$ cat src/rtl/core/assert_macros.svh
// Assertion helpers for the core RTL, used by rsti_ctrl.
`ifndef ASSERT_MACROS_SVH
`define ASSERT_MACROS_SVH
`ifndef SYNTHESIS
`define RSTI_ASSERT_IMPL(label, clk, rst_n, ante, cons) \
    label: assert property (@(posedge clk) disable iff (!rst_n) (ante) |-> (cons)) \
        else $error("same-cycle check failed");
`define RSTI_ASSERT_NEXT(label, clk, rst_n, ante, cons) \
    label: assert property (@(posedge clk) disable iff (!rst_n) (ante) |=> (cons)) \
        else $error("next-cycle check failed");
`else
`define RSTI_ASSERT_IMPL(label, clk, rst_n, ante, cons)
`define RSTI_ASSERT_NEXT(label, clk, rst_n, ante, cons)
`endif
`endif

$ cat src/rtl/core/rsti_pkg.sv
package rsti_pkg;

    localparam int RADIX_BITS = 6;
    localparam int CHAR_BITS  = 8;
    localparam int OUT_BITS   = 64;

    localparam logic [RADIX_BITS-1:0] RADIX_MIN   = 6'd2;
    localparam logic [RADIX_BITS-1:0] RADIX_MAX   = 6'd36;
    localparam logic [RADIX_BITS-1:0] RADIX_RESET = 6'd10;
    localparam logic [RADIX_BITS-1:0] RADIX_HEX   = 6'd16;
    localparam logic [RADIX_BITS-1:0] RADIX_BIN   = 6'd2;
    localparam logic [RADIX_BITS-1:0] ALPHA_BASE  = 6'd10;

    localparam logic [CHAR_BITS-1:0] CH_SPACE = 8'h20;
    localparam logic [CHAR_BITS-1:0] CH_TAB   = 8'h09;
    localparam logic [CHAR_BITS-1:0] CH_LF    = 8'h0A;
    localparam logic [CHAR_BITS-1:0] CH_CR    = 8'h0D;
    localparam logic [CHAR_BITS-1:0] CH_PLUS  = 8'h2B;
    localparam logic [CHAR_BITS-1:0] CH_MINUS = 8'h2D;
    localparam logic [CHAR_BITS-1:0] CH_0     = 8'h30;
    localparam logic [CHAR_BITS-1:0] CH_9     = 8'h39;
    localparam logic [CHAR_BITS-1:0] CH_LA    = 8'h61;
    localparam logic [CHAR_BITS-1:0] CH_LZ    = 8'h7A;
    localparam logic [CHAR_BITS-1:0] CH_UA    = 8'h41;
    localparam logic [CHAR_BITS-1:0] CH_UZ    = 8'h5A;
    localparam logic [CHAR_BITS-1:0] CH_LX    = 8'h78;
    localparam logic [CHAR_BITS-1:0] CH_UX    = 8'h58;
    localparam logic [CHAR_BITS-1:0] CH_LB    = 8'h62;
    localparam logic [CHAR_BITS-1:0] CH_UB    = 8'h42;

    typedef enum logic [1:0] {
        ST_IDLE,
        ST_EXEC,
        ST_EMIT
    } ctl_state_t;

    typedef enum logic [2:0] {
        PH_SPACE,
        PH_PREFIX,
        PH_ZERO,
        PH_DIGITS,
        PH_STOP
    } phase_t;

    typedef struct packed {
        logic capture;
        logic set_neg;
        logic commit;
        logic saturate;
        logic emit;
    } cmd_t;

    typedef struct packed {
        logic has_char;
        logic last;
        logic is_space;
        logic is_plus;
        logic is_minus;
        logic is_zero;
        logic prefix_base;
        logic prefix_mark;
        logic digit_ok;
        logic ovf;
        logic out_free;
    } status_t;

endpackage

$ cat src/rtl/core/rsti_if.sv
interface rsti_in_if;
    logic                             valid;
    logic                             ready;
    logic [rsti_pkg::CHAR_BITS-1:0]   char_code;
    logic                             has_char;
    logic                             last;

    modport source (output valid, output char_code, output has_char, output last, input ready);
    modport sink (input valid, input char_code, input has_char, input last, output ready);
endinterface

interface rsti_out_if;
    logic                                valid;
    logic                                ready;
    logic signed [rsti_pkg::OUT_BITS-1:0] value;
    logic                                overflowed;

    modport source (output valid, output value, output overflowed, input ready);
    modport sink (input valid, input value, input overflowed, output ready);
endinterface

$ cat src/rtl/core/rsti_dpath.sv
module rsti_dpath #(
    parameter int VALUE_BITS = 64
) (
    input  logic                                  clk,
    input  logic                                  rst_n,
    input  logic                                  cfg_we,
    input  logic [rsti_pkg::RADIX_BITS-1:0]       cfg_data,
    input  logic [rsti_pkg::CHAR_BITS-1:0]        in_char_code,
    input  logic                                  in_has_char,
    input  logic                                  in_last,
    input  logic                                  out_ready,
    input  rsti_pkg::cmd_t                        cmd,
    output rsti_pkg::status_t                     status,
    output logic                                  out_valid,
    output logic signed [rsti_pkg::OUT_BITS-1:0]  out_value,
    output logic                                  out_overflowed
);

    localparam int PROD_BITS = VALUE_BITS + rsti_pkg::RADIX_BITS;
    localparam int SUM_BITS  = PROD_BITS + 1;
    localparam logic [VALUE_BITS-1:0] MAX_POS = {1'b0, {(VALUE_BITS-1){1'b1}}};
    localparam logic [VALUE_BITS-1:0] MIN_NEG = {1'b1, {(VALUE_BITS-1){1'b0}}};

    logic [rsti_pkg::RADIX_BITS-1:0] radix_reg;
    logic [rsti_pkg::CHAR_BITS-1:0]  char_reg;
    logic                            has_char_reg;
    logic                            last_reg;
    logic [VALUE_BITS-1:0]           mag_reg;
    logic [VALUE_BITS-1:0]           mag_next;
    logic                            neg_reg;
    logic                            neg_next;
    logic                            sat_reg;
    logic                            sat_next;
    logic [PROD_BITS-1:0]            prod_reg;
    logic                            out_valid_reg;
    logic                            out_valid_next;
    logic signed [rsti_pkg::OUT_BITS-1:0] out_value_reg;
    logic                            out_ovf_reg;

    logic [rsti_pkg::RADIX_BITS-1:0] digit;
    logic                            is_digit_char;
    logic                            radix_ok;
    logic [SUM_BITS-1:0]             sum;
    logic [SUM_BITS-1:0]             limit;
    logic signed [VALUE_BITS-1:0]    result;

    always_comb
    begin
        digit         = '0;
        is_digit_char = 1'b0;
        if (char_reg >= rsti_pkg::CH_0 && char_reg <= rsti_pkg::CH_9)
        begin
            digit         = rsti_pkg::RADIX_BITS'(char_reg - rsti_pkg::CH_0);
            is_digit_char = 1'b1;
        end
        else if (char_reg >= rsti_pkg::CH_LA && char_reg <= rsti_pkg::CH_LZ)
        begin
            digit         = rsti_pkg::RADIX_BITS'(char_reg - rsti_pkg::CH_LA)
                            + rsti_pkg::ALPHA_BASE;
            is_digit_char = 1'b1;
        end
        else if (char_reg >= rsti_pkg::CH_UA && char_reg <= rsti_pkg::CH_UZ)
        begin
            digit         = rsti_pkg::RADIX_BITS'(char_reg - rsti_pkg::CH_UA)
                            + rsti_pkg::ALPHA_BASE;
            is_digit_char = 1'b1;
        end
    end

    assign radix_ok = (radix_reg >= rsti_pkg::RADIX_MIN) && (radix_reg <= rsti_pkg::RADIX_MAX);
    assign sum      = SUM_BITS'(prod_reg) + SUM_BITS'(digit);
    assign limit    = SUM_BITS'(MAX_POS) + SUM_BITS'(neg_reg);

    always_comb
    begin
        status.has_char    = has_char_reg;
        status.last        = last_reg;
        status.is_space    = (char_reg == rsti_pkg::CH_SPACE) || (char_reg == rsti_pkg::CH_TAB)
                             || (char_reg == rsti_pkg::CH_LF) || (char_reg == rsti_pkg::CH_CR);
        status.is_plus     = (char_reg == rsti_pkg::CH_PLUS);
        status.is_minus    = (char_reg == rsti_pkg::CH_MINUS);
        status.is_zero     = (char_reg == rsti_pkg::CH_0);
        status.prefix_base = (radix_reg == rsti_pkg::RADIX_HEX)
                             || (radix_reg == rsti_pkg::RADIX_BIN);
        status.prefix_mark = ((radix_reg == rsti_pkg::RADIX_HEX)
                              && ((char_reg == rsti_pkg::CH_LX) || (char_reg == rsti_pkg::CH_UX)))
                             || ((radix_reg == rsti_pkg::RADIX_BIN)
                              && ((char_reg == rsti_pkg::CH_LB) || (char_reg == rsti_pkg::CH_UB)));
        status.digit_ok    = radix_ok && is_digit_char && (digit < radix_reg);
        status.ovf         = sum > limit;
        status.out_free    = !out_valid_reg || out_ready;
    end

    always_comb
    begin
        if (sat_reg)
        begin
            result = neg_reg ? MIN_NEG : MAX_POS;
        end
        else
        begin
            result = neg_reg ? (VALUE_BITS'(0) - mag_reg) : mag_reg;
        end
    end

    always_comb
    begin
        mag_next       = mag_reg;
        neg_next       = neg_reg;
        sat_next       = sat_reg;
        out_valid_next = out_valid_reg;
        if (out_ready)
        begin
            out_valid_next = 1'b0;
        end
        if (cmd.set_neg)
        begin
            neg_next = 1'b1;
        end
        if (cmd.commit)
        begin
            mag_next = sum[VALUE_BITS-1:0];
        end
        if (cmd.saturate)
        begin
            sat_next = 1'b1;
        end
        if (cmd.emit)
        begin
            out_valid_next = 1'b1;
            mag_next       = '0;
            neg_next       = 1'b0;
            sat_next       = 1'b0;
        end
    end

    always_ff @(posedge clk or negedge rst_n)
    begin
        if (!rst_n)
        begin
            radix_reg     <= rsti_pkg::RADIX_RESET;
            mag_reg       <= '0;
            neg_reg       <= 1'b0;
            sat_reg       <= 1'b0;
            out_valid_reg <= 1'b0;
        end
        else
        begin
            if (cfg_we)
            begin
                radix_reg <= cfg_data;
            end
            mag_reg       <= mag_next;
            neg_reg       <= neg_next;
            sat_reg       <= sat_next;
            out_valid_reg <= out_valid_next;
        end
    end

    always_ff @(posedge clk)
    begin
        if (cmd.capture)
        begin
            char_reg     <= in_char_code;
            has_char_reg <= in_has_char;
            last_reg     <= in_last;
            prod_reg     <= PROD_BITS'(mag_reg) * PROD_BITS'(radix_reg);
        end
        if (cmd.emit)
        begin
            out_value_reg <= rsti_pkg::OUT_BITS'(result);
            out_ovf_reg   <= sat_reg;
        end
    end

    assign out_valid      = out_valid_reg;
    assign out_value      = out_value_reg;
    assign out_overflowed = out_ovf_reg;

endmodule

$ cat src/rtl/core/rsti_ctrl.sv
`include "assert_macros.svh"

module rsti_ctrl (
    input  logic              clk,
    input  logic              rst_n,
    input  logic              in_valid,
    output logic              in_ready,
    input  rsti_pkg::status_t status,
    output rsti_pkg::cmd_t    cmd
);

    rsti_pkg::ctl_state_t state_reg;
    rsti_pkg::ctl_state_t state_next;
    rsti_pkg::phase_t     phase_reg;
    rsti_pkg::phase_t     phase_next;

    logic act_neg;
    logic act_commit;
    logic act_sat;

    always_comb
    begin
        logic digit_step;
        digit_step = 1'b0;
        phase_next = phase_reg;
        act_neg    = 1'b0;
        act_commit = 1'b0;
        act_sat    = 1'b0;
        if (state_reg == rsti_pkg::ST_EXEC && status.has_char)
        begin
            unique case (phase_reg)
                rsti_pkg::PH_SPACE:
                begin
                    if (status.is_space)
                    begin
                        phase_next = rsti_pkg::PH_SPACE;
                    end
                    else if (status.is_plus || status.is_minus)
                    begin
                        phase_next = rsti_pkg::PH_PREFIX;
                        act_neg    = status.is_minus;
                    end
                    else if (status.is_zero && status.prefix_base)
                    begin
                        phase_next = rsti_pkg::PH_ZERO;
                    end
                    else
                    begin
                        digit_step = 1'b1;
                    end
                end
                rsti_pkg::PH_PREFIX:
                begin
                    if (status.is_zero && status.prefix_base)
                    begin
                        phase_next = rsti_pkg::PH_ZERO;
                    end
                    else
                    begin
                        digit_step = 1'b1;
                    end
                end
                rsti_pkg::PH_ZERO:
                begin
                    if (status.prefix_mark)
                    begin
                        phase_next = rsti_pkg::PH_DIGITS;
                    end
                    else
                    begin
                        digit_step = 1'b1;
                    end
                end
                rsti_pkg::PH_DIGITS:
                begin
                    digit_step = 1'b1;
                end
                rsti_pkg::PH_STOP:
                begin
                    phase_next = rsti_pkg::PH_STOP;
                end
                default:
                begin
                    phase_next = rsti_pkg::PH_STOP;
                end
            endcase
            if (digit_step)
            begin
                if (!status.digit_ok)
                begin
                    phase_next = rsti_pkg::PH_STOP;
                end
                else if (status.ovf)
                begin
                    phase_next = rsti_pkg::PH_STOP;
                    act_sat    = 1'b1;
                end
                else
                begin
                    phase_next = rsti_pkg::PH_DIGITS;
                    act_commit = 1'b1;
                end
            end
        end
        if (state_reg == rsti_pkg::ST_EMIT && status.out_free)
        begin
            phase_next = rsti_pkg::PH_SPACE;
        end
    end

    always_comb
    begin
        state_next = state_reg;
        unique case (state_reg)
            rsti_pkg::ST_IDLE:
            begin
                if (in_valid)
                begin
                    state_next = rsti_pkg::ST_EXEC;
                end
            end
            rsti_pkg::ST_EXEC:
            begin
                state_next = status.last ? rsti_pkg::ST_EMIT : rsti_pkg::ST_IDLE;
            end
            rsti_pkg::ST_EMIT:
            begin
                if (status.out_free)
                begin
                    state_next = rsti_pkg::ST_IDLE;
                end
            end
            default:
            begin
                state_next = rsti_pkg::ST_IDLE;
            end
        endcase
    end

    always_comb
    begin
        in_ready     = (state_reg == rsti_pkg::ST_IDLE);
        cmd.capture  = in_valid && (state_reg == rsti_pkg::ST_IDLE);
        cmd.set_neg  = act_neg;
        cmd.commit   = act_commit;
        cmd.saturate = act_sat;
        cmd.emit     = (state_reg == rsti_pkg::ST_EMIT) && status.out_free;
    end

    always_ff @(posedge clk or negedge rst_n)
    begin
        if (!rst_n)
        begin
            state_reg <= rsti_pkg::ST_IDLE;
            phase_reg <= rsti_pkg::PH_SPACE;
        end
        else
        begin
            state_reg <= state_next;
            phase_reg <= phase_next;
        end
    end

    `RSTI_ASSERT_NEXT(a_accept_to_exec, clk, rst_n, cmd.capture, state_reg == rsti_pkg::ST_EXEC)
    `RSTI_ASSERT_NEXT(a_emit_rewinds, clk, rst_n, cmd.emit, phase_reg == rsti_pkg::PH_SPACE)
    `RSTI_ASSERT_IMPL(a_stop_no_commit, clk, rst_n, phase_reg == rsti_pkg::PH_STOP, !cmd.commit)
    `RSTI_ASSERT_IMPL(a_single_action, clk, rst_n, cmd.commit || cmd.saturate, state_reg == rsti_pkg::ST_EXEC && !(cmd.commit && cmd.saturate))

endmodule

$ cat src/rtl/core/radix_string_to_integer_core.sv
// Converts a string, one character per transfer on the input channel, into a
// signed integer in the base held in the radix register (2 to 36).
// Input channel: char_code, has_char (0 marks an item with no character) and
// last (final item of the string). Output channel: value (sign-extended to 64
// bits, saturated on overflow) and overflowed; one transfer per string, made
// after the item marked last.
// For each item, the accept cycle registers the character and the product of the
// running magnitude and the radix, and the next cycle adds the digit and checks
// the result against the signed limit; no new item is accepted meanwhile. An
// item marked last then waits in the emit state until the output register is
// free and loads it; no new item is accepted until its result is loaded.
// The output register lets the next string start while a result waits; if the
// receiver stalls, the block holds the following last item until the
// previous result transfers.
// Reset clears the string state, empties the output and sets the radix to 10.
// The radix may be written only while no string is in progress.
module radix_string_to_integer_core #(
    parameter int VALUE_BITS = 64
) (
    input  logic                                clk,
    input  logic                                rst_n,
    input  logic                                cfg_we,
    input  logic [rsti_pkg::RADIX_BITS-1:0]     cfg_data,
    rsti_in_if.sink                             in,
    rsti_out_if.source                          out
);

    rsti_pkg::cmd_t    cmd;
    rsti_pkg::status_t status;
    logic              in_ready;
    logic              out_valid;
    logic signed [rsti_pkg::OUT_BITS-1:0] out_value;
    logic              out_overflowed;

    rsti_ctrl u_ctrl (
        .clk      (clk),
        .rst_n    (rst_n),
        .in_valid (in.valid),
        .in_ready (in_ready),
        .status   (status),
        .cmd      (cmd)
    );

    rsti_dpath #(
        .VALUE_BITS (VALUE_BITS)
    ) u_dpath (
        .clk            (clk),
        .rst_n          (rst_n),
        .cfg_we         (cfg_we),
        .cfg_data       (cfg_data),
        .in_char_code   (in.char_code),
        .in_has_char    (in.has_char),
        .in_last        (in.last),
        .out_ready      (out.ready),
        .cmd            (cmd),
        .status         (status),
        .out_valid      (out_valid),
        .out_value      (out_value),
        .out_overflowed (out_overflowed)
    );

    assign in.ready       = in_ready;
    assign out.valid      = out_valid;
    assign out.value      = out_value;
    assign out.overflowed = out_overflowed;

endmodule

$ cat src/flat_wrapper.sv
// flat-port wrapper written by rule: the top's interface ports become plain ports
module radix_string_to_integer_core_flat 
#(
    parameter int VALUE_BITS = 64
)
  (clk, rst_n, cfg_we, cfg_data, in_valid, in_char_code, in_has_char, in_last, in_ready, out_valid, out_value, out_overflowed, out_ready);
  rsti_in_if in_i ();
  rsti_out_if out_i ();
  input  logic clk;
  input  logic rst_n;
  input  logic cfg_we;
  input  logic [rsti_pkg::RADIX_BITS-1:0] cfg_data;
  input wire logic [$bits(in_i.valid)-1:0] in_valid;
  input wire logic [$bits(in_i.char_code)-1:0] in_char_code;
  input wire logic [$bits(in_i.has_char)-1:0] in_has_char;
  input wire logic [$bits(in_i.last)-1:0] in_last;
  output wire logic [$bits(in_i.ready)-1:0] in_ready;
  output wire logic [$bits(out_i.valid)-1:0] out_valid;
  output wire logic [$bits(out_i.value)-1:0] out_value;
  output wire logic [$bits(out_i.overflowed)-1:0] out_overflowed;
  input wire logic [$bits(out_i.ready)-1:0] out_ready;
  assign in_i.valid = in_valid;
  assign in_i.char_code = in_char_code;
  assign in_i.has_char = in_has_char;
  assign in_i.last = in_last;
  assign in_ready = in_i.ready;
  assign out_valid = out_i.valid;
  assign out_value = out_i.value;
  assign out_overflowed = out_i.overflowed;
  assign out_i.ready = out_ready;
  radix_string_to_integer_core #(.VALUE_BITS(VALUE_BITS)) u_core (.clk(clk), .rst_n(rst_n), .cfg_we(cfg_we), .cfg_data(cfg_data), .in(in_i), .out(out_i));
endmodule
$ cat config.mk
export PLATFORM = sky130hd
export DESIGN_NAME = radix_string_to_integer_core_flat
export DESIGN_NICKNAME = d
export VERILOG_FILES = /design/src/rtl/core/rsti_pkg.sv /design/src/rtl/core/rsti_if.sv /design/src/rtl/core/rsti_dpath.sv /design/src/rtl/core/rsti_ctrl.sv /design/src/rtl/core/radix_string_to_integer_core.sv /design/src/flat_wrapper.sv
export VERILOG_INCLUDE_DIRS = /design/src /design/src/rtl/core
export SDC_FILE = /design/constraint.sdc
export NUM_CORES = 1
export LEC_CHECK = 0
export ABC_CLOCK_PERIOD_IN_PS = 18500
export BUFFER_PORTS_ARGS = -buffer_cell sky130_fd_sc_hd__buf_2
export CAP_MARGIN = 20
export CELL_PAD_IN_SITES_DETAIL_PLACEMENT = 2
export CELL_PAD_IN_SITES_GLOBAL_PLACEMENT = 2
export CORE_MARGIN = 8
export CORE_UTILIZATION = 44
export CTS_BUF_LIST = sky130_fd_sc_hd__clkbuf_2 sky130_fd_sc_hd__clkbuf_4 sky130_fd_sc_hd__clkbuf_8
export DETAILED_ROUTE_END_ITERATION = 10
export PLACE_DENSITY_LB_ADDON = 0.15
export SYNTH_ARGS = -nofsm -noshare
export SYNTH_HDL_FRONTEND = slang
export SYNTH_HIERARCHICAL = 1
export SYNTH_SLANG_ARGS = --single-unit
$ cat constraint.sdc
create_clock -name clk -period 18.5 [get_ports clk]
set_input_delay 3.7 -clock clk [delete_from_list [all_inputs] [get_ports clk]]
set_output_delay 3.7 -clock clk [all_outputs]
set_load 0.05 [all_outputs]
# After elaboration in Yosys (flattened, before gate mapping)

Cells that the tools add are included.

Register bits: 223
Word-level logic and storage cells: 134
Bits of input ports: 21

Add/sub/neg operators: 8
Equal/unequal tests: 22
Reduce and logical (&&, ||, !) cells: 31
Muxes and demuxes: 49
Multipliers: 1
$lt $le $gt $ge: 10

Operator list:

| operator                                                          | count |
|---|---|
| two-way mux 64 bit                                                | 5 |
| adder 70 x 6 -> 71 bit                                            | 1 |
| greater-than comparator 71 x 64 -> 1 bit                          | 1 |
| multiplier 64 x 6 -> 70 bit                                       | 1 |
| adder 63 x 1 -> 64 bit, first input constant                      | 1 |
| subtractor 1 x 64 -> 64 bit, first input constant                 | 1 |
| equality test 8 x 6 -> 1 bit, second input constant               | 4 |
| equality test 8 x 7 -> 1 bit, second input constant               | 4 |
| two-way mux 3 bit                                                 | 9 |
| two-way mux 1 bit                                                 | 26 |
| equality test 8 x 4 -> 1 bit, second input constant               | 3 |
| two-way mux 6 bit                                                 | 3 |
| greater-or-equal comparator 8 x 7 -> 1 bit, second input constant | 2 |
| less-or-equal comparator 8 x 7 -> 1 bit, second input constant    | 2 |
| adder 6 x 4 -> 6 bit, second input constant                       | 2 |
| logical AND 1 bit                                                 | 12 |
| one-hot mux 3 bit (4 select lines)                                | 1 |
| subtractor 6 bit, second input constant                           | 2 |
| nonzero test 2 bit                                                | 5 |
| logical OR 1 bit                                                  | 9 |
| greater-or-equal comparator 8 x 6 -> 1 bit, second input constant | 1 |
| less-or-equal comparator 8 x 6 -> 1 bit, second input constant    | 1 |
| equality test 3 x 2 -> 1 bit, second input constant               | 2 |
| equality test 6 x 2 -> 1 bit, second input constant               | 1 |
| other kinds (19)                                                  | 22 |

# Longest topological paths before layout

Gate-level depths: netlist of the first run.

Depth in word-level cells: 13
Mapped depth: 38
Gate-level depth less buffers: 34

# By module

Netlist of the first run, hierarchy kept.

By module, submodules not included:

| module     | cells an instance | instances | area each (µm²) |
|---|---|---|---|
| rsti_dpath | 2809              | 1         | 24568.6 |
| rsti_ctrl  | 49                | 1         | 427.9 |

# Worst setup path after synthesis of the first run

Ideal clock, no wire load.

Kind: flip-flop to flip-flop
From: register u_core/u_dpath/char_reg[0] (netlist name)
To: register u_core.u_dpath.mag_reg[10]
Stages on the path, launching flop included: 38
Path buffers: 4
Period minus slack after synthesis: 7.270 ns
Path slack: 11.230 ns
Required time: 18.368 ns
Data arrival time: 7.138 ns
Cell sequence: edfxtp_1 inv_1 ha_1 nand2b_1 or3_1 nand2_1 a2111o_1 nor3b_1 nor2_1 ha_1 a21o_1 a21oi_1 o21bai_1 a21oi_1 o21ba_2 or4_1 buf_2 or4_4 (+2 left out) ha_1 a21o_1 a21o_1 a21oi_1 nor2b_1 o21ai_0 nand2b_1 a21o_1 a211oi_1 a31o_2 nand4_1 a211o_1 clkinv_2 buf_4 clkbuf_1 buf_1 mux2i_1 nor2_1

RTL lines:

| element                  | RTL line          | RTL |
|---|---|---|
| start: declaration       | rsti_dpath.sv:25  | `logic [rsti_pkg::CHAR_BITS-1:0] char_reg;` |
| start signal: assignment | rsti_dpath.sv:164 | `char_reg <= in_char_code;` |
| end signal: assignment   | rsti_dpath.sv:153 | `mag_reg <= mag_next;` |
| end: declaration         | rsti_dpath.sv:28  | `logic [VALUE_BITS-1:0] mag_reg;` |

==> results of run 1 <==
==> worst max path at each step <==
stage,to,from,slack (ns),cells after the start
final,u_core/u_dpath/mag_reg[46],u_core/u_dpath/char_reg[0],8.92,34
after global routing,u_core/u_dpath/mag_reg[36],u_core/u_dpath/char_reg[0],8.53,34
after CTS,u_core/u_dpath/mag_reg[46],u_core/u_dpath/char_reg[0],9.04,34
after detailed placement,u_core/u_dpath/mag_reg[46],u_core/u_dpath/char_reg[0],9.15,34
after global placement,u_core/u_dpath/mag_reg[46],u_core/u_dpath/char_reg[0],9.56,33
after floorplan,u_core/u_dpath/mag_reg[10],u_core/u_dpath/char_reg[0],11.23,37
==> where the power goes <==
part           total [W]  internal (W)  switching (W)
clock network   0.000556      0.000301       0.000256
registers       0.000611      0.000573      0.0000383
logic           0.000304     0.0000815       0.000222
==> area by class of cell <==
cell class	count	area [sq um]	share of cell area (%)
Multi-Input combinational cell	2143	16800	62.7
Sequential cell	223	6320	23.6
Inverter	310	1160	4.35
Tap cell	756	946	3.53
Clock buffer	56	727	2.71
Timing Repair Buffer	108	626	2.33
Clock inverter	25	198	0.738
Antenna cell	2	5.00	0.0187
==> worst register-to-register path, delay by kind of cell, from the launching register on <==
family | cells | cell delay (ns)
and+or+nand+nor | 14 | 3.57
AOI/OAI and AO/OA | 10 | 2.34
buffers and inverters | 5 | 1.66
adders and majority gates | 4 | 1.16
DFF | 1 | 0.48
xor gates and xnor gates | 1 | 0.25
==> cell usage after synthesis (7+ instances only) <==
master	count
clkbuf_1	162
and3_1	19
a31oi_1	17
xnor2_1	83
o31ai_1	10
ha_1	163
edfxtp_1	145
o22ai_1	24
or3_1	14
a21o_1	61
o311ai_0	10
buf_1	10
nor2b_1	21
nand2_1	461
and2_1	45
or4_1	9
xor2_1	71
nand4_1	49
o21ai_0	80
inv_1	309
a211oi_1	14
dfrtp_1	76
nand3_1	48
o211ai_1	13
nor4_1	21
nor3_1	71
o21bai_1	16
mux2i_1	34
nor2_1	241
fa_1	250
a21boi_0	7
nand2b_1	21
o21a_1	32
and4_1	10
a21oi_1	128
==> stage by stage <==
stage / instance area, sq um / utilization [%] / cells / hold WS (ns) / total power, W
global route: 26800 / 47.6 / 3622 / 0.644 / 0.00152
detailed placement: 25800 / 45.9 / 3536 / 0.549 / 0.000919
CTS: 26800 / 47.5 / 3617 / 0.567 / 0.00148
floorplan: 25000 / - / 2858 / 0.423 / 0.000800
finish: 26800 / 47.6 / 3623 / 0.586 / 0.00147
global placement: 25800 / 45.8 / 3535 / 0.488 / 0.000901
==> logic make-up (layout without fill, tap and decap cells) <==
group / after synthesis / in the layout / synth area share [%]
and+or+nand+nor: 1065 / 1065 / 19.7
buffers and inverters: 492 / 499 / 7.57
AOI/OAI and AO/OA: 473 / 473 / 12.4
adders and majority gates: 413 / 413 / 28.2
DFF: 223 / 223 / 25.2
xor gates and xnor gates: 155 / 155 / 5.46
muxes: 37 / 37 / 1.50
other: 0 / 2 / 0
==> metal layers <==
| layer | GRT usage (%) | vias to the layer above |
|---|---|---|
| met3 | 3.82 | 184 |
| met1 | 38.6 | 11400 |
| met2 | 49.7 | 616 |
| li1 | - | 9484 |
| met5 | 0 | - |
| met4 | 9.43 | 0 |
==> run_results.csv, run 1 <==
group,metric,value,unit
setup_path,critPathCaptureType,"flip-flop",
drt,dr.pass1.iters,5,
floorplanning,die_area,64700,sq um
floorplanning,die_y,254,um
sta,tns,0,ns
clock_tree,clkTransAtPathRegs,0.07,ns
job,drv_cap,0,
clock_tree,cts_root_buf,"clkbuf_8",
drt,top_layer,"met4",
synth,yosysTopAreaCellShare,20.0,%
sta,max_freq,0.104,GHz
setup_path,r2r-end,"u_core/u_dpath/mag_reg[46]",
final_layout,fill_cells,6255,
setup_path,max_stage_delay,0.78,ns
synth,syn_area,25000,sq um
drt,dr_wl_met2,45.8,mm
setup_path,cp_data_arrival_time,10.10,ns
grt,grt_pass1_vias,24700,
hold_path,worstHoldStart,"u_core/u_dpath/out_valid",
synth,async_reset_ff_share,35.0,%
floorplanning,ios,88,
power,power_density,54.9,nW/um^2
power,power_leakage,12.8,nW
setup_path,ff2ff_path_depth,34,
floorplanning,coreArea,56300,sq um
final_layout,largest_register_ffs,70,
sta,finalSetupViolations,0,
synth,netlist_top_cells_area,"fa_1 (20%), edfxtp_1 (17%), ha_1 (8.2%)",
clock_tree,tritoncts,"built",
clock_tree,ctsHoldBuffers,0,
sta,rsz0062_at_grt,"no",
grt,antenna_found_initial,6,
floorplanning,rows,87,
final_layout,final_nets,3264,
synth,synth_ff_type,"edfxtp_1",
place,numPortBuffers,87,
status,status,"finished, final reports clean",
clock_tree,h-tree-depth,2,
drt,avgViaCountPerCell,5.99,
synth,synth_cells,2858,
synth,synth_edf_count,145,
power,ir_drop,0.0000501,V
sta,slew_violations,0,
sta,timing.final.crit_share,51.8,%
clock_tree,clk_latency,0.65,ns
setup_path,startpoint_type,"flip-flop",
setup_path,worst-setup-path-type,"flip-flop to flip-flop",
sta,skew,0.0431,ns
synth,synth_nets,3292,
final_layout,final_common_cell,"nand2_1",
setup_path,cp_max_fo,22,
drt,detail_route.wl_per_cell,26.0,um
grt,gr-total-overflow,0,
setup_path,critPathMostFrequentCell,"nand4_1",
sta,timing.slew.headroom,27.1,%
setup_path,path_delay_family,"simple AND/OR/NAND/NOR gates",
drt,wl_met1,40.8,mm
drt,met3_length,4.85,mm
synth,yosysTopAreaCell,"fa_1",
final_layout,final_cell_mix,"nand2_1 (461), inv_1 (309), fa_1 (250), nor2_1 (241), ha_1 (163)",
drt,drt_iter0_drc,1393,
sta,worst_slack,8.92,ns
sta,final_hold_viol_count,0,
drt,via_count,21700,
place,dp_hpwl,71.1,mm
synth,ys_ff_latch,223,
hold_path,worstHoldPathCells,2,
grt,grt_pass1_wl,147,mm
synth,syn_area_per_cell,8.75,sq um
clock_tree,cts-resized-gates,0,
place,pre_cts_slack,9.15,ns
sta,worst_slew_pin_slew,1.09,ns
sta,min_period,9.58,ns
place,globalplace.congestion,0.876,
final_layout,drive_gt1_share,7.96,%
hold_path,hold_class,"flip-flop to flip-flop",
floorplanning,start_util,44.4,%
setup_path,cpMaxStageDelayCell,"nor3b_1",
synth,ys_warn_count,6,
clock_tree,clock_path_buffers,3,
clock_tree,cts_made_buffers,44,
setup_path,ff2ff_setup_slack,8.92,ns
synth,yosysUniqueCellTypes,92,
grt,grt_max_degree,72,
drt,wirelength,94.2,mm
drt,antenna_left,0,
setup_path,worst_r2r_startpoint,"u_core/u_dpath/char_reg[0]",
clock_tree,clock_sink_count,223,
drt,drc_errors,0,
synth,yosysSeqAreaShare,25.2,%
hold_path,min_to,"u_core/u_dpath/out_valid",
grt,grt_usage,29.3,%
final_layout,syn2layout_area_growth,7.20,%
floorplanning,die_w,254,um
setup_path,critPathRequiredTime,19.03,ns
setup_path,path_buf_inv,5,
clock_tree,post-cts-setup-buffers,0,
No activity file was read; power rests on OpenSTA's default activity.
==> inputs of run 2 (changes only) <==
--- a/config.mk
+++ b/config.mk
@@ -6,13 +6,13 @@
 export SDC_FILE = /design/constraint.sdc
 export NUM_CORES = 1
 export LEC_CHECK = 0
-export ABC_CLOCK_PERIOD_IN_PS = 18500
+export ABC_CLOCK_PERIOD_IN_PS = 9950
 export BUFFER_PORTS_ARGS = -buffer_cell sky130_fd_sc_hd__buf_2
 export CAP_MARGIN = 20
 export CELL_PAD_IN_SITES_DETAIL_PLACEMENT = 2
 export CELL_PAD_IN_SITES_GLOBAL_PLACEMENT = 2
 export CORE_MARGIN = 8
-export CORE_UTILIZATION = 44
+export CORE_UTILIZATION = 41
 export CTS_BUF_LIST = sky130_fd_sc_hd__clkbuf_2 sky130_fd_sc_hd__clkbuf_4 sky130_fd_sc_hd__clkbuf_8
 export DETAILED_ROUTE_END_ITERATION = 10
 export PLACE_DENSITY_LB_ADDON = 0.15
==> constraint.sdc (replaced) <==
create_clock -name clk -period 9.95 [get_ports clk]
set_input_delay 1.99 -clock clk [delete_from_list [all_inputs] [get_ports clk]]
set_output_delay 1.99 -clock clk [all_outputs]
set_load 0.05 [all_outputs]
==> run_results.csv, run 2 (synthesized netlist as in run 1, its figures left out) <==
group,metric,value,unit
status,status,"finished, final reports clean",
clock_tree,ctsHoldBuffers,0,
setup_path,cp_data_arrival_time,9.25,ns
sta,rsz0062_at_grt,"no",
clock_tree,cts-resized-gates,0,
floorplanning,die_y,263,um
sta,tns,0,ns
sta,max_freq,0.115,GHz
final_layout,final_cell_mix,"nand2_1 (461), inv_1 (309), fa_1 (250), nor2_1 (241), ha_1 (163)",
place,dp_hpwl,69.5,mm
grt,gr-total-overflow,0,
sta,worst_slew_pin_slew,1.17,ns
grt,grt_pass1_vias,24400,
power,power_leakage,12.8,nW
hold_path,worstHoldPathCells,2,
drt,via_count,21400,
power,power_density,102,nW/um^2
grt,antenna_found_initial,4,
clock_tree,h-tree-depth,2,
clock_tree,post-cts-setup-buffers,0,
floorplanning,coreArea,60400,sq um
clock_tree,clkTransAtPathRegs,0.07,ns
clock_tree,cts_made_buffers,44,
drt,detail_route.wl_per_cell,25.1,um
job,drv_cap,0,
clock_tree,tritoncts,"built",
sta,timing.final.crit_share,87.7,%
drt,avgViaCountPerCell,5.87,
place,numPortBuffers,87,
floorplanning,die_area,69100,sq um
floorplanning,die_w,263,um
clock_tree,clock_sink_count,223,
grt,grt_usage,26.4,%
place,globalplace.congestion,0.895,
sta,final_hold_viol_count,0,
drt,wirelength,91.4,mm
setup_path,startpoint_type,"flip-flop",
final_layout,drive_gt1_share,7.96,%
setup_path,cpMaxStageDelayCell,"nor3b_1",
final_layout,final_nets,3261,
setup_path,critPathRequiredTime,10.47,ns
final_layout,fin_cells,3646,
sta,timing.slew.headroom,20.7,%
clock_tree,cts_root_buf,"clkbuf_8",
final_layout,largest_register_ffs,70,
hold_path,hold_class,"flip-flop to flip-flop",
floorplanning,ios,88,
setup_path,worst-setup-path-type,"flip-flop to flip-flop",
floorplanning,rows,90,
setup_path,cp_max_fo,25,
setup_path,max_stage_delay,0.69,ns
sta,skew,0.0452,ns
sta,slew_violations,0,
sta,min_period,8.73,ns
grt,grt_pass1_wl,146,mm
place,dpl.cell_count,3562,
sta,finalSetupViolations,0,
final_layout,final_common_cell,"nand2_1",
clock_tree,clock_path_buffers,3,
clock_tree,clk_latency,0.64,ns
drt,antenna_left,0,
setup_path,ff2ff_path_depth,35,
drt,dr.pass1.iters,7,
setup_path,critPathCaptureType,"flip-flop",
final_layout,fill_cells,6702,
drt,drt_iter0_drc,1269,
drt,drc_errors,0,
final_layout,syn2layout_area_growth,7.31,%
power,ir_drop,0.0000680,V
grt,grt_max_degree,76,
floorplanning,start_util,41.4,%
run 2: changes by cell type in the layout (fill, tap and decap cells not counted), moves of 2 or more:
cell and delta:
buf_4 -2, clkbuf_4 +7, clkbuf_8 -4, clkinv_1 -2, clkinv_2 -2
run 2: power by group:
| group | leakage [nW] | internal, W | switching (W) |
|---|---|---|---|
| registers | 2.45 | 0.00107 | 0.0000848 |
| clock network | 0.502 | 0.000586 | 0.000458 |
| logic | 9.85 | 0.000151 | 0.000392 |
| total | 12.8 | 0.00180 | 0.000934 |
run 2: path summary, 6_finish.rpt:
| kind | start | to | slack (ns) |
|---|---|---|---|
| worst min-delay path | u_core/u_dpath/last_reg | u_core/u_ctrl/state_reg[1] | 0.52 |
| worst max-delay path | u_core/u_dpath/char_reg[1] | u_core/u_dpath/mag_reg[46] | 1.22 |
| min in group asynchronous | rst_n | u_core/u_ctrl/state_reg[1] | 1.19 |
| worst max register to register | u_core/u_dpath/char_reg[1] | u_core/u_dpath/mag_reg[46] | 1.22 |
| worst min register to register | u_core/u_dpath/last_reg | u_core/u_ctrl/state_reg[1] | 0.52 |
| max in group asynchronous | rst_n | u_core/u_dpath/mag_reg[31] | 7.44 |
run 2: per-layer routing:
layer	up-vias	global-route usage (%)	share of wire, %
met2	507	44.9	48
li1	9482	-	-
met5	-	0	0.022
met4	2	7.19	2.4
met3	143	3.22	4.6
met1	11300	35.4	45
run 2: area by class of cell:
type / count / area, sq um / area share, %
diodes: 1 / 2.50 / 0.00933
inverters: 310 / 1160 / 4.34
clock buffers: 60 / 732 / 2.73
clock inverters: 22 / 214 / 0.798
multi-input cells: 2143 / 16800 / 62.7
repair buffers: 105 / 603 / 2.25
flip-flops and latches: 223 / 6320 / 23.6
well taps: 782 / 978 / 3.65
run 2: critical path: cells and delay by family, from the launching register on:
kind                       cells  cell delay [ns]
AOI/OAI and AO/OA             10             1.98
xor gates and xnor gates       1             0.21
adders and majority gates      4             1.16
buffers and inverters          6             1.08
DFF                            1             0.49
and+or+nand+nor               14             3.64
run 2: through the flow:
step                      util (%)  total power [W]  setup slack [ns]  area, sq um  hold slack, ns
after detailed placement      42.9          0.00170              1.36        25900           0.501
after global placement        42.8          0.00167              1.60        25800           0.491
final                         44.4          0.00274              1.22        26800           0.516
after CTS                     44.4          0.00276              1.39        26800           0.518
after floorplan                  -          0.00149              2.68        25000           0.423
after global routing          44.4          0.00284             0.747        26800           0.554
